--- src/hw/rtl/bed_pkg.sv ---
// ----------------------------------------------------------------------------
// bed_pkg
// Shared types, character codes and helpers for the backslash escape decoder.
// ----------------------------------------------------------------------------
package bed_pkg;

   // Character codes
   localparam logic [7:0] CHAR_NUL       = 8'h00;
   localparam logic [7:0] CHAR_BACKSLASH = 8'h5C;
   localparam logic [7:0] CHAR_X         = 8'h78;
   localparam logic [7:0] CHAR_A         = 8'h61;
   localparam logic [7:0] CHAR_B         = 8'h62;
   localparam logic [7:0] CHAR_F         = 8'h66;
   localparam logic [7:0] CHAR_N         = 8'h6E;
   localparam logic [7:0] CHAR_R         = 8'h72;
   localparam logic [7:0] CHAR_T         = 8'h74;
   localparam logic [7:0] CHAR_V         = 8'h76;

   // Control bytes produced by the simple escapes
   localparam logic [7:0] CTRL_BEL = 8'h07;
   localparam logic [7:0] CTRL_BS  = 8'h08;
   localparam logic [7:0] CTRL_HT  = 8'h09;
   localparam logic [7:0] CTRL_LF  = 8'h0A;
   localparam logic [7:0] CTRL_VT  = 8'h0B;
   localparam logic [7:0] CTRL_FF  = 8'h0C;
   localparam logic [7:0] CTRL_CR  = 8'h0D;

   // Configuration register indexes
   localparam int unsigned CSR_COUNT       = 2;
   localparam int unsigned CSR_INDEX_WIDTH = $clog2(CSR_COUNT);
   localparam logic [CSR_INDEX_WIDTH-1:0] CSR_VERBATIM_MODE = 1'd0;
   localparam logic [CSR_INDEX_WIDTH-1:0] CSR_UNQUOTE_MODE  = 1'd1;

   // Most result bytes one transaction can cause
   localparam int unsigned MAX_RESULTS  = 4;
   localparam int unsigned RESULT_COUNT_WIDTH = $clog2(MAX_RESULTS + 1);
   localparam int unsigned SLOT_INDEX_WIDTH   = $clog2(MAX_RESULTS);

   typedef struct packed {
      logic verbatim_mode;
      logic unquote_mode;
   } bed_csr_type;

   typedef struct packed {
      logic [RESULT_COUNT_WIDTH-1:0]  count;
      logic [MAX_RESULTS-1:0][7:0]    bytes;
      logic [MAX_RESULTS-1:0]         lasts;
   } bed_result_type;

   typedef struct packed {
      logic       valid;
      logic [3:0] value;
   } bed_hex_type;

   // Hex digit lookup: valid flag and digit value
   function automatic bed_hex_type hex_digit(input logic [7:0] c);
      bed_hex_type h;
      h.valid = 1'b1;
      if (c inside {[8'h30:8'h39]}) begin
         h.value = 4'(c - 8'h30);
      end else if (c inside {[8'h61:8'h66]}) begin
         h.value = 4'(c - 8'h57);
      end else if (c inside {[8'h41:8'h46]}) begin
         h.value = 4'(c - 8'h37);
      end else begin
         h.valid = 1'b0;
         h.value = 4'd0;
      end
      return h;
   endfunction

   function automatic logic is_octal(input logic [7:0] c);
      return c inside {[8'h30:8'h37]};
   endfunction

endpackage

--- src/hw/rtl/bed_req_if.sv ---
// ----------------------------------------------------------------------------
// bed_req_if
// Text byte channel: valid/ready handshake with byte and last flag.
// ----------------------------------------------------------------------------
interface bed_req_if;
   logic       valid;
   logic       ready;
   logic [7:0] in_byte;
   logic       in_last;

   modport source (output valid, output in_byte, output in_last, input ready);
   modport sink (input valid, input in_byte, input in_last, output ready);
   modport monitor (input valid, input in_byte, input in_last, input ready);
endinterface

--- src/hw/rtl/bed_rsp_if.sv ---
// ----------------------------------------------------------------------------
// bed_rsp_if
// Decoded byte channel: valid/ready handshake with byte and terminator flag.
// ----------------------------------------------------------------------------
interface bed_rsp_if;
   logic       valid;
   logic       ready;
   logic [7:0] out_byte;
   logic       out_last;

   modport source (output valid, output out_byte, output out_last, input ready);
   modport sink (input valid, input out_byte, input out_last, output ready);
   modport monitor (input valid, input out_byte, input out_last, input ready);
endinterface

--- src/hw/rtl/bed_decoder.sv ---
// ----------------------------------------------------------------------------
// bed_decoder
// Escape scanner: holds the scan state and works out, for the byte offered,
// every result byte it causes and the state that follows.
// ----------------------------------------------------------------------------
module bed_decoder (
   input  logic                    clock,
   input  logic                    reset,
   input  logic                    accept,
   input  bed_pkg::bed_csr_type    csr,
   input  logic [7:0]              in_byte,
   input  logic                    in_last,
   output bed_pkg::bed_result_type result
);
   import bed_pkg::*;

   typedef enum logic [2:0] {
      SCAN_NORMAL   = 3'd0,
      SCAN_ESC      = 3'd1,
      SCAN_HEX_NONE = 3'd2,
      SCAN_HEX      = 3'd3,
      SCAN_OCT      = 3'd4
   } scan_mode_type;

   scan_mode_type mode_ff, mode_in;
   logic [7:0]    value_ff, value_in;
   logic [1:0]    oct_count_ff, oct_count_in;

   logic [RESULT_COUNT_WIDTH-1:0] n;
   bed_hex_type                   hex;
   logic [1:0]                    oct_count_inc;
   logic [7:0]                    oct_value;

   always_comb begin
      hex           = hex_digit(in_byte);
      oct_count_inc = oct_count_ff + 2'd1;
      oct_value     = {value_ff[4:0], in_byte[2:0]};
      mode_in       = mode_ff;
      value_in      = value_ff;
      oct_count_in  = oct_count_ff;
      n             = '0;
      result.bytes  = '0;
      result.lasts  = '0;

      if (csr.verbatim_mode || !csr.unquote_mode) begin
         // Pass-through: copy and drop any pending escape
         mode_in      = SCAN_NORMAL;
         value_in     = '0;
         oct_count_in = '0;
         result.bytes[n[SLOT_INDEX_WIDTH-1:0]] = in_byte;
         n = n + 1'b1;
      end else begin
         // The repeated backslash test marks where the byte falls back to ordinary text
         case (mode_ff)
            SCAN_ESC: begin
               mode_in = SCAN_NORMAL;
               case (in_byte)
                  CHAR_BACKSLASH: begin
                     result.bytes[n[SLOT_INDEX_WIDTH-1:0]] = CHAR_BACKSLASH;
                     n = n + 1'b1;
                  end
                  CHAR_A: begin
                     result.bytes[n[SLOT_INDEX_WIDTH-1:0]] = CTRL_BEL;
                     n = n + 1'b1;
                  end
                  CHAR_B: begin
                     result.bytes[n[SLOT_INDEX_WIDTH-1:0]] = CTRL_BS;
                     n = n + 1'b1;
                  end
                  CHAR_F: begin
                     result.bytes[n[SLOT_INDEX_WIDTH-1:0]] = CTRL_FF;
                     n = n + 1'b1;
                  end
                  CHAR_N: begin
                     result.bytes[n[SLOT_INDEX_WIDTH-1:0]] = CTRL_LF;
                     n = n + 1'b1;
                  end
                  CHAR_R: begin
                     result.bytes[n[SLOT_INDEX_WIDTH-1:0]] = CTRL_CR;
                     n = n + 1'b1;
                  end
                  CHAR_T: begin
                     result.bytes[n[SLOT_INDEX_WIDTH-1:0]] = CTRL_HT;
                     n = n + 1'b1;
                  end
                  CHAR_V: begin
                     result.bytes[n[SLOT_INDEX_WIDTH-1:0]] = CTRL_VT;
                     n = n + 1'b1;
                  end
                  CHAR_X: begin
                     mode_in = SCAN_HEX_NONE;
                  end
                  default: begin
                     if (is_octal(in_byte)) begin
                        value_in     = {5'd0, in_byte[2:0]};
                        oct_count_in = 2'd1;
                        mode_in      = SCAN_OCT;
                     end else begin
                        // Unknown escape: keep the backslash and the byte
                        result.bytes[n[SLOT_INDEX_WIDTH-1:0]] = CHAR_BACKSLASH;
                        n = n + 1'b1;
                        result.bytes[n[SLOT_INDEX_WIDTH-1:0]] = in_byte;
                        n = n + 1'b1;
                     end
                  end
               endcase
            end
            SCAN_HEX_NONE: begin
               if (hex.valid) begin
                  value_in = {4'd0, hex.value};
                  mode_in  = SCAN_HEX;
               end else begin
                  // Backslash-x without digits comes out literally
                  result.bytes[n[SLOT_INDEX_WIDTH-1:0]] = CHAR_BACKSLASH;
                  n = n + 1'b1;
                  result.bytes[n[SLOT_INDEX_WIDTH-1:0]] = CHAR_X;
                  n = n + 1'b1;
                  if (in_byte == CHAR_BACKSLASH && !in_last) begin
                     mode_in = SCAN_ESC;
                  end else begin
                     mode_in = SCAN_NORMAL;
                     result.bytes[n[SLOT_INDEX_WIDTH-1:0]] = in_byte;
                     n = n + 1'b1;
                  end
               end
            end
            SCAN_HEX: begin
               if (hex.valid) begin
                  value_in = {value_ff[3:0], hex.value};
               end else begin
                  result.bytes[n[SLOT_INDEX_WIDTH-1:0]] = value_ff;
                  n = n + 1'b1;
                  if (in_byte == CHAR_BACKSLASH && !in_last) begin
                     mode_in = SCAN_ESC;
                  end else begin
                     mode_in = SCAN_NORMAL;
                     result.bytes[n[SLOT_INDEX_WIDTH-1:0]] = in_byte;
                     n = n + 1'b1;
                  end
               end
            end
            SCAN_OCT: begin
               if (is_octal(in_byte)) begin
                  value_in     = oct_value;
                  oct_count_in = oct_count_inc;
                  // Third digit closes the run at once
                  if (oct_count_inc == 2'd3 || oct_count_inc == 2'd0) begin
                     result.bytes[n[SLOT_INDEX_WIDTH-1:0]] = oct_value;
                     n = n + 1'b1;
                     mode_in = SCAN_NORMAL;
                  end
               end else begin
                  result.bytes[n[SLOT_INDEX_WIDTH-1:0]] = value_ff;
                  n = n + 1'b1;
                  if (in_byte == CHAR_BACKSLASH && !in_last) begin
                     mode_in = SCAN_ESC;
                  end else begin
                     mode_in = SCAN_NORMAL;
                     result.bytes[n[SLOT_INDEX_WIDTH-1:0]] = in_byte;
                     n = n + 1'b1;
                  end
               end
            end
            default: begin
               if (in_byte == CHAR_BACKSLASH && !in_last) begin
                  mode_in = SCAN_ESC;
               end else begin
                  mode_in = SCAN_NORMAL;
                  result.bytes[n[SLOT_INDEX_WIDTH-1:0]] = in_byte;
                  n = n + 1'b1;
               end
            end
         endcase
      end

      if (in_last) begin
         // Flush whatever is pending, then the terminator
         case (mode_in)
            SCAN_HEX_NONE: begin
               result.bytes[n[SLOT_INDEX_WIDTH-1:0]] = CHAR_BACKSLASH;
               n = n + 1'b1;
               result.bytes[n[SLOT_INDEX_WIDTH-1:0]] = CHAR_X;
               n = n + 1'b1;
            end
            SCAN_HEX, SCAN_OCT: begin
               result.bytes[n[SLOT_INDEX_WIDTH-1:0]] = value_in;
               n = n + 1'b1;
            end
            SCAN_ESC: begin
               result.bytes[n[SLOT_INDEX_WIDTH-1:0]] = CHAR_BACKSLASH;
               n = n + 1'b1;
            end
            default: begin
            end
         endcase
         result.bytes[n[SLOT_INDEX_WIDTH-1:0]] = CHAR_NUL;
         result.lasts[n[SLOT_INDEX_WIDTH-1:0]] = 1'b1;
         n = n + 1'b1;
         mode_in      = SCAN_NORMAL;
         value_in     = '0;
         oct_count_in = '0;
      end

      if (mode_in != SCAN_OCT) begin
         oct_count_in = '0;
      end
      result.count = n;
   end

   always_ff @(posedge clock) begin
      if (reset) begin
         mode_ff      <= SCAN_NORMAL;
         value_ff     <= '0;
         oct_count_ff <= '0;
      end else if (accept) begin
         mode_ff      <= mode_in;
         value_ff     <= value_in;
         oct_count_ff <= oct_count_in;
      end
   end

endmodule

--- src/hw/rtl/backslash_escape_decoder.sv ---
// ----------------------------------------------------------------------------
// backslash_escape_decoder
// Decodes backslash escapes in a stream of text bytes and appends a zero
// terminator at the end of each text.
// ----------------------------------------------------------------------------
//  Channel   Direction  Handshake        Payload
//  req_if    in         valid/ready      in_byte[7:0], in_last
//  rsp_if    out        valid/ready      out_byte[7:0], out_last
//  csr_*     in         write enable     csr_index[0], csr_wdata[0]
//
//  A text byte is decoded in the cycle it is accepted; its results show on
//  rsp_if from the next cycle, one per cycle while rsp_if is ready, from a
//  four-slot shifter. The next transaction waits until the last of k results
//  (k <= 4) is taken; with rsp_if ready, 0 or 1 result gives one per cycle.
//  Synchronous active-high reset empties the shifter and clears scan state;
//  verbatim_mode resets to 0 and unquote_mode to 1.
//  A stalled rsp_if holds its byte; req_if stays ready while the last
//  pending result is being taken.
// ----------------------------------------------------------------------------
module backslash_escape_decoder (
   input  logic                                 clock,
   input  logic                                 reset,
   bed_req_if.sink                              req_if,
   bed_rsp_if.source                            rsp_if,
   input  logic                                 csr_wr_en,
   input  logic [bed_pkg::CSR_INDEX_WIDTH-1:0]  csr_index,
   input  logic                                 csr_wdata
);
   import bed_pkg::*;

   bed_csr_type    csr_ff;
   bed_result_type result;

   // Result shifter: slot 0 faces the output
   logic [7:0]                    slot_byte_ff [MAX_RESULTS];
   logic                          slot_last_ff [MAX_RESULTS];
   logic [RESULT_COUNT_WIDTH-1:0] count_ff, count_in;

   logic req_accept;
   logic rsp_take;

   // Configuration registers
   always_ff @(posedge clock) begin
      if (reset) begin
         csr_ff.verbatim_mode <= 1'b0;
         csr_ff.unquote_mode  <= 1'b1;
      end else if (csr_wr_en) begin
         case (csr_index)
            CSR_VERBATIM_MODE: csr_ff.verbatim_mode <= csr_wdata;
            CSR_UNQUOTE_MODE:  csr_ff.unquote_mode  <= csr_wdata;
            default: begin
            end
         endcase
      end
   end

   bed_decoder u_decoder (
      .clock   (clock),
      .reset   (reset),
      .accept  (req_accept),
      .csr     (csr_ff),
      .in_byte (req_if.in_byte),
      .in_last (req_if.in_last),
      .result  (result)
   );

   // Take a new transaction once the shifter drains this cycle
   assign rsp_take     = rsp_if.valid && rsp_if.ready;
   assign req_if.ready = (count_ff == '0) ||
                         (count_ff == RESULT_COUNT_WIDTH'(1) && rsp_if.ready);
   assign req_accept   = req_if.valid && req_if.ready;

   assign rsp_if.valid    = (count_ff != '0);
   assign rsp_if.out_byte = slot_byte_ff[0];
   assign rsp_if.out_last = slot_last_ff[0];

   always_comb begin
      count_in = count_ff;
      if (req_accept) begin
         count_in = result.count;
      end else if (rsp_take) begin
         count_in = count_ff - 1'b1;
      end
   end

   always_ff @(posedge clock) begin
      if (reset) begin
         count_ff <= '0;
      end else begin
         count_ff <= count_in;
      end
   end

   // Load on accept, otherwise advance one slot per result taken
   always_ff @(posedge clock) begin
      if (req_accept) begin
         for (int i = 0; i < MAX_RESULTS; i++) begin
            slot_byte_ff[i] <= result.bytes[i];
            slot_last_ff[i] <= result.lasts[i];
         end
      end else if (rsp_take) begin
         for (int i = 0; i < MAX_RESULTS - 1; i++) begin
            slot_byte_ff[i] <= slot_byte_ff[i+1];
            slot_last_ff[i] <= slot_last_ff[i+1];
         end
      end
   end

endmodule

--- src/flat_wrapper.sv ---
// flat-port wrapper written by rule: the top's interface ports become plain ports
module backslash_escape_decoder_flat import bed_pkg::*;
  (clock, reset, csr_wr_en, csr_index, csr_wdata, req_if_valid, req_if_in_byte, req_if_in_last, req_if_ready, rsp_if_valid, rsp_if_out_byte, rsp_if_out_last, rsp_if_ready);
  bed_req_if req_if_i ();
  bed_rsp_if rsp_if_i ();
  input  logic clock;
  input  logic reset;
  input  logic csr_wr_en;
  input  logic [bed_pkg::CSR_INDEX_WIDTH-1:0] csr_index;
  input  logic csr_wdata;
  input wire logic [$bits(req_if_i.valid)-1:0] req_if_valid;
  input wire logic [$bits(req_if_i.in_byte)-1:0] req_if_in_byte;
  input wire logic [$bits(req_if_i.in_last)-1:0] req_if_in_last;
  output wire logic [$bits(req_if_i.ready)-1:0] req_if_ready;
  output wire logic [$bits(rsp_if_i.valid)-1:0] rsp_if_valid;
  output wire logic [$bits(rsp_if_i.out_byte)-1:0] rsp_if_out_byte;
  output wire logic [$bits(rsp_if_i.out_last)-1:0] rsp_if_out_last;
  input wire logic [$bits(rsp_if_i.ready)-1:0] rsp_if_ready;
  assign req_if_i.valid = req_if_valid;
  assign req_if_i.in_byte = req_if_in_byte;
  assign req_if_i.in_last = req_if_in_last;
  assign req_if_ready = req_if_i.ready;
  assign rsp_if_valid = rsp_if_i.valid;
  assign rsp_if_out_byte = rsp_if_i.out_byte;
  assign rsp_if_out_last = rsp_if_i.out_last;
  assign rsp_if_i.ready = rsp_if_ready;
  backslash_escape_decoder u_core (.clock(clock), .reset(reset), .req_if(req_if_i), .rsp_if(rsp_if_i), .csr_wr_en(csr_wr_en), .csr_index(csr_index), .csr_wdata(csr_wdata));
endmodule
--- config.mk ---
export PLATFORM = sky130hd
export DESIGN_NAME = backslash_escape_decoder_flat
export DESIGN_NICKNAME = d
export VERILOG_FILES = /design/src/hw/rtl/bed_pkg.sv /design/src/hw/rtl/bed_req_if.sv /design/src/hw/rtl/bed_rsp_if.sv /design/src/hw/rtl/bed_decoder.sv /design/src/hw/rtl/backslash_escape_decoder.sv /design/src/flat_wrapper.sv
export SDC_FILE = /design/constraint.sdc
export NUM_CORES = 1
export LEC_CHECK = 0
export BUFFER_PORTS_ARGS = -buffer_cell sky130_fd_sc_hd__buf_2
export CORE_ASPECT_RATIO = 0.8
export CORE_MARGIN = 5
export CORE_UTILIZATION = 50
export CTS_CLUSTER_DIAMETER = 40
export DETAILED_ROUTE_END_ITERATION = 8
export PLACE_DENSITY = 0.67
export SETUP_SLACK_MARGIN = 0.05
export SYNTH_ARGS = -nofsm -noshare
export SYNTH_HDL_FRONTEND = slang
export SYNTH_HIERARCHICAL = 1
export SYNTH_SLANG_ARGS = --single-unit
export TNS_END_PERCENT = 100
--- constraint.sdc ---
create_clock -name clock -period 6.6 [get_ports clock]
set_clock_uncertainty 0.05 [all_clocks]
set_input_delay 1.32 -clock clock [delete_from_list [all_inputs] [get_ports clock]]
set_output_delay 1.32 -clock clock [all_outputs]
set_load 0.02 [all_outputs]
==> results.rst <==
.. list-table::
   :header-rows: 1

   * - Metric
     - Value
   * - Clock transition at the registers of the reported paths
     - 0.07 ns
   * - Total of hold buffers inserted after clock tree synthesis
     - 0
   * - Antenna Cells
     - 0
   * - Source-to-sink clock delay at the later pin of the worst-skew pair
     - 0.30 ns
   * - Number of placed instances with taps included
     - 732
   * - Actual transition at the worst max-transition pin
     - ~1.1 ns
   * - Launching element of the worst setup path
     - req_if_in_byte[0]
   * - Iter 0 DRT Violations
     - 787
   * - Initial antenna violation count
     - 0
   * - Async S/R FF share, synth
     - 0%
   * - Yosys cell types
     - 96
   * - Number of design rule violations left after detail routing
     - 0
   * - Max IR drop VDD
     - 0.322 mV
   * - Maximum clock insertion buffer count
     - 2
   * - Final weighted congestion in routability-driven placement
     - 1.04
   * - Maximum number of pins on one net before global-route repair
     - 33
   * - Proportion of total power due to net switching
     - 34.5%
   * - Min setup slack post-route
     - 0.722 ns
   * - Status
     - finished, final reports clean
   * - Routed wire length per instance
     - ~24 um
   * - Number of vias per cell after detailed routing
     - about 7
   * - Sequential cell fraction of total power
     - 44.5%
   * - Overall fraction of global-route tracks in use
     - about 29%
   * - Dominant synthesized flop cell
     - sky130_fd_sc_hd__edfxtp_1
   * - Switching power
     - 424 uW
   * - Proportion of layout cells with a drive suffix above 1
     - 13.7%
   * - Ports
     - 27
   * - Residual antenna-violating net count after detailed routing
     - 0
   * - Share of the core filled with cells
     - 55.3%
   * - Critical path data arrival time
     - 5.88 ns
   * - Path type of the worst min-delay path
     - flip-flop to flip-flop
   * - CTS resizes
     - 0
   * - Final count of pins violating max slew
     - 0
   * - Root Buffer Master
     - sky130_fd_sc_hd__clkbuf_16
   * - Most used standard cell by instance count after synthesis
     - sky130_fd_sc_hd__nand2_1
   * - Min cycle time layout
     - 5.88 ns
   * - Gr ovfl total
     - 0
   * - Maximum clock frequency
     - between 150 and 200 MHz
   * - CTS tree
     - yes
   * - Seq/Total Area, Yosys
     - 28.8%
   * - Internal power
     - 804 uW
   * - Number of instances in the synthesized netlist
     - 596
   * - Fraction of met3 tracks used by global routing
     - 6.54%
   * - RSZ-0062 raised after global routing
     - no
   * - Mean post-synth cell area
     - 8.41 um^2
   * - Share of total power in combinational logic
     - 32.2%
   * - Worst hold stages
     - 2
   * - Floorplan die area
     - 12,100 um^2
   * - Number of port buffers
     - 26
   * - Number of enable flip-flop cells after synthesis
     - 36
   * - Required arrival time at the worst endpoint
     - 6.60 ns
   * - Source of the worst hold timing path
     - u_core/u_decoder/oct_count_ff[0]
   * - Post-synthesis cell type with the largest combined area
     - sky130_fd_sc_hd__edfxtp_1
   * - Die Span X
     - 122 um
   * - Most Crowded Layer GR
     - met1
   * - Worst reg-to-reg path cell count
     - 16
   * - Length of the first detailed-routing pass in iterations
     - 6
   * - Number of H-tree levels
     - 2
   * - Final std cell area, no fill
     - 5390 um^2
   * - Top cell type's share of synthesized area
     - 21.6%
   * - Endpoints failing hold
     - 0
   * - Fin nets
     - 635
   * - Floorplan die height
     - 99.5 um
   * - Count of maximum capacitance violations
     - 0
   * - Post-Synthesis Net Count
     - 628
   * - Number of placement rows
     - 32
   * - Placeable core region
     - about 10000 um^2
   * - Setup slack after placement
     - 0.561 ns
   * - Worst Hold Margin
     - 0.430 ns
   * - Clk pwr share
     - 23.3%
   * - Dpl hpwl
     - 12.9 mm
   * - Global-route met1 utilization
     - 43.8%
   * - Static power due to leakage
     - 2.02 nW
   * - Area growth from synthesis to layout
     - 7.47%
   * - Post-synth top cells
     - 54 x sky130_fd_sc_hd__nand2_1, 41 x sky130_fd_sc_hd__nor2_1, 39 x sky130_fd_sc_hd__a21oi_1, 36 x sky130_fd_sc_hd__edfxtp_1, 35 x sky130_fd_sc_hd__o21ai_0
   * - GRT met2 Usage
     - between 40% and 50%
   * - Initial core utilization
     - 51.5%
   * - Crit-path max FO
     - 10
   * - Sinks on Clock Net
     - 54
   * - Synth Warn #
     - 6
   * - CTS Buf Count
     - 5
   * - Final Setup Violations
     - 0
   * - Wire length of the first global-routing pass
     - 27.4 mm
   * - Worst slew margin relative to its limit
     - 26.4%
   * - Setup_tns
     - 0 ns
   * - Power per unit of standard cell area
     - 228 nW/um^2
   * - Final-layout fill cell count
     - 930
   * - Critical setup path kind
     - primary input to flip-flop
   * - Post-route non-filler standard cell count
     - 740
   * - Largest cells by area after synthesis
     - sky130_fd_sc_hd__edfxtp_1 22%, sky130_fd_sc_hd__dfxtp_1 7.2%, sky130_fd_sc_hd__mux2_1 4.5%, sky130_fd_sc_hd__nand2_1 4.0%, sky130_fd_sc_hd__ha_1 4.0%
   * - Endpoint kind of the worst setup timing path
     - flip-flop
   * - Area after DPL
     - 5230 um^2
   * - Reg-to-reg startpoint
     - u_core/u_decoder/mode_ff[2]
   * - Number of flip-flops and latches in the synthesized netlist
     - 54
   * - Total detailed-routing wirelength
     - 17.5 mm
   * - Syn Std Cell Area
     - 5010 um^2
   * - Total number of vias
     - 5,140
   * - Setup fix buffers added after clock tree synthesis
     - 0
   * - Via count of the first global-routing pass
     - about 4.7k
   * - Period utilization
     - 89.1%
   * - Critical path launch point type
     - primary input
   * - Power after layout
     - 1.23 mW
-- kinds of logic after synthesis --
logic type,count (synthesis),share of synthesized area (%)
multiplexers,34,7.49
flip-flops,54,28.8
adder cells (fa/ha/maj),16,3.99
XOR/XNOR,6,1.05
AO/OA/AOI/OAI,210,30.3
AND/OR/NAND/NOR,215,23.0
buffers and inverters,61,5.42
-- cell type report --
| type | instances | area (um^2) | area share, % |
|---|---|---|---|
| Multi-Input combinational cell | 481 | 3300 | 61.3 |
| Sequential cell | 54 | 1440 | 26.8 |
| Timing Repair Buffer | 40 | 235 | 4.37 |
| Tap cell | 136 | 170 | 3.16 |
| Clock buffer | 5 | 125 | 2.32 |
| Inverter | 21 | 78.8 | 1.46 |
| Clock inverter | 3 | 31.3 | 0.581 |
-- final timing paths --
path | endpoint | slack [ns]
min | u_core/u_decoder/oct_count_ff[0] | 0.43
min reg2reg | u_core/u_decoder/oct_count_ff[0] | 0.43
max reg2reg | u_core/slot_byte_ff[0][6] | 1.81
max | u_core/slot_byte_ff[0][6] | 0.72
-- cells in the final DEF (no fill, tap or decap), types with 14 or more instances in the layout --
cell,count
sky130_fd_sc_hd__a21oi_1,39
sky130_fd_sc_hd__edfxtp_1,36
sky130_fd_sc_hd__dfxtp_1,18
sky130_fd_sc_hd__nor3_1,19
sky130_fd_sc_hd__ha_1,16
sky130_fd_sc_hd__o21ai_0,35
sky130_fd_sc_hd__nand2_1,54
sky130_fd_sc_hd__nor2_1,41
sky130_fd_sc_hd__inv_1,19
sky130_fd_sc_hd__nand3_1,22
sky130_fd_sc_hd__buf_4,14
sky130_fd_sc_hd__mux2_1,20
sky130_fd_sc_hd__buf_2,26
sky130_fd_sc_hd__a22oi_1,14
-- per-layer routing --
metal,routed length (um),up-vias
li1,-,2303
met1,7650,2462
met2,7330,337
met3,2190,38
met4,376,0
met5,0,-
-- registers in the layout (all words and copies together) (netlist names) --
| name | count |
|---|---|
| u_core/count_ff | 3 |
| u_core/csr_ff | 2 |
| u_core/slot_byte_ff | 32 |
| u_core/slot_last_ff | 4 |
| u_core/u_decoder/mode_ff | 3 |
| u_core/u_decoder/oct_count_ff | 2 |
| u_core/u_decoder/value_ff | 8 |
-- power by group through the flow --
stage	Sequential, mW	Combinational (mW)	Clock, mW
2_1_floorplan	0.568	0.263	0
3_5_place_dp	0.553	0.398	0
4_1_cts	0.547	0.399	0.292
6_report	0.547	0.395	0.286
3_3_place_gp	0.550	0.389	0
5_1_grt	0.556	0.431	0.310
-- worst max-delay path, cell delays in order --
cell                       delay (ns)
sky130_fd_sc_hd__buf_2           0.16
sky130_fd_sc_hd__inv_1           0.18
sky130_fd_sc_hd__ha_1            0.36
sky130_fd_sc_hd__or3b_1          0.43
sky130_fd_sc_hd__o311a_1         0.27
sky130_fd_sc_hd__nor4_1          0.40
sky130_fd_sc_hd__or2_0           0.32
sky130_fd_sc_hd__o21ai_1         0.24
sky130_fd_sc_hd__inv_1           0.22
sky130_fd_sc_hd__ha_1            0.27
sky130_fd_sc_hd__a211oi_1        0.33
sky130_fd_sc_hd__ha_1            0.32
sky130_fd_sc_hd__nor2_1          0.10
sky130_fd_sc_hd__o21ai_0         0.17
sky130_fd_sc_hd__a211oi_1        0.09
sky130_fd_sc_hd__a311o_1         0.29
sky130_fd_sc_hd__o21a_1          0.10
sky130_fd_sc_hd__mux2_1          0.28
Power figures use the tool's default switching activity.
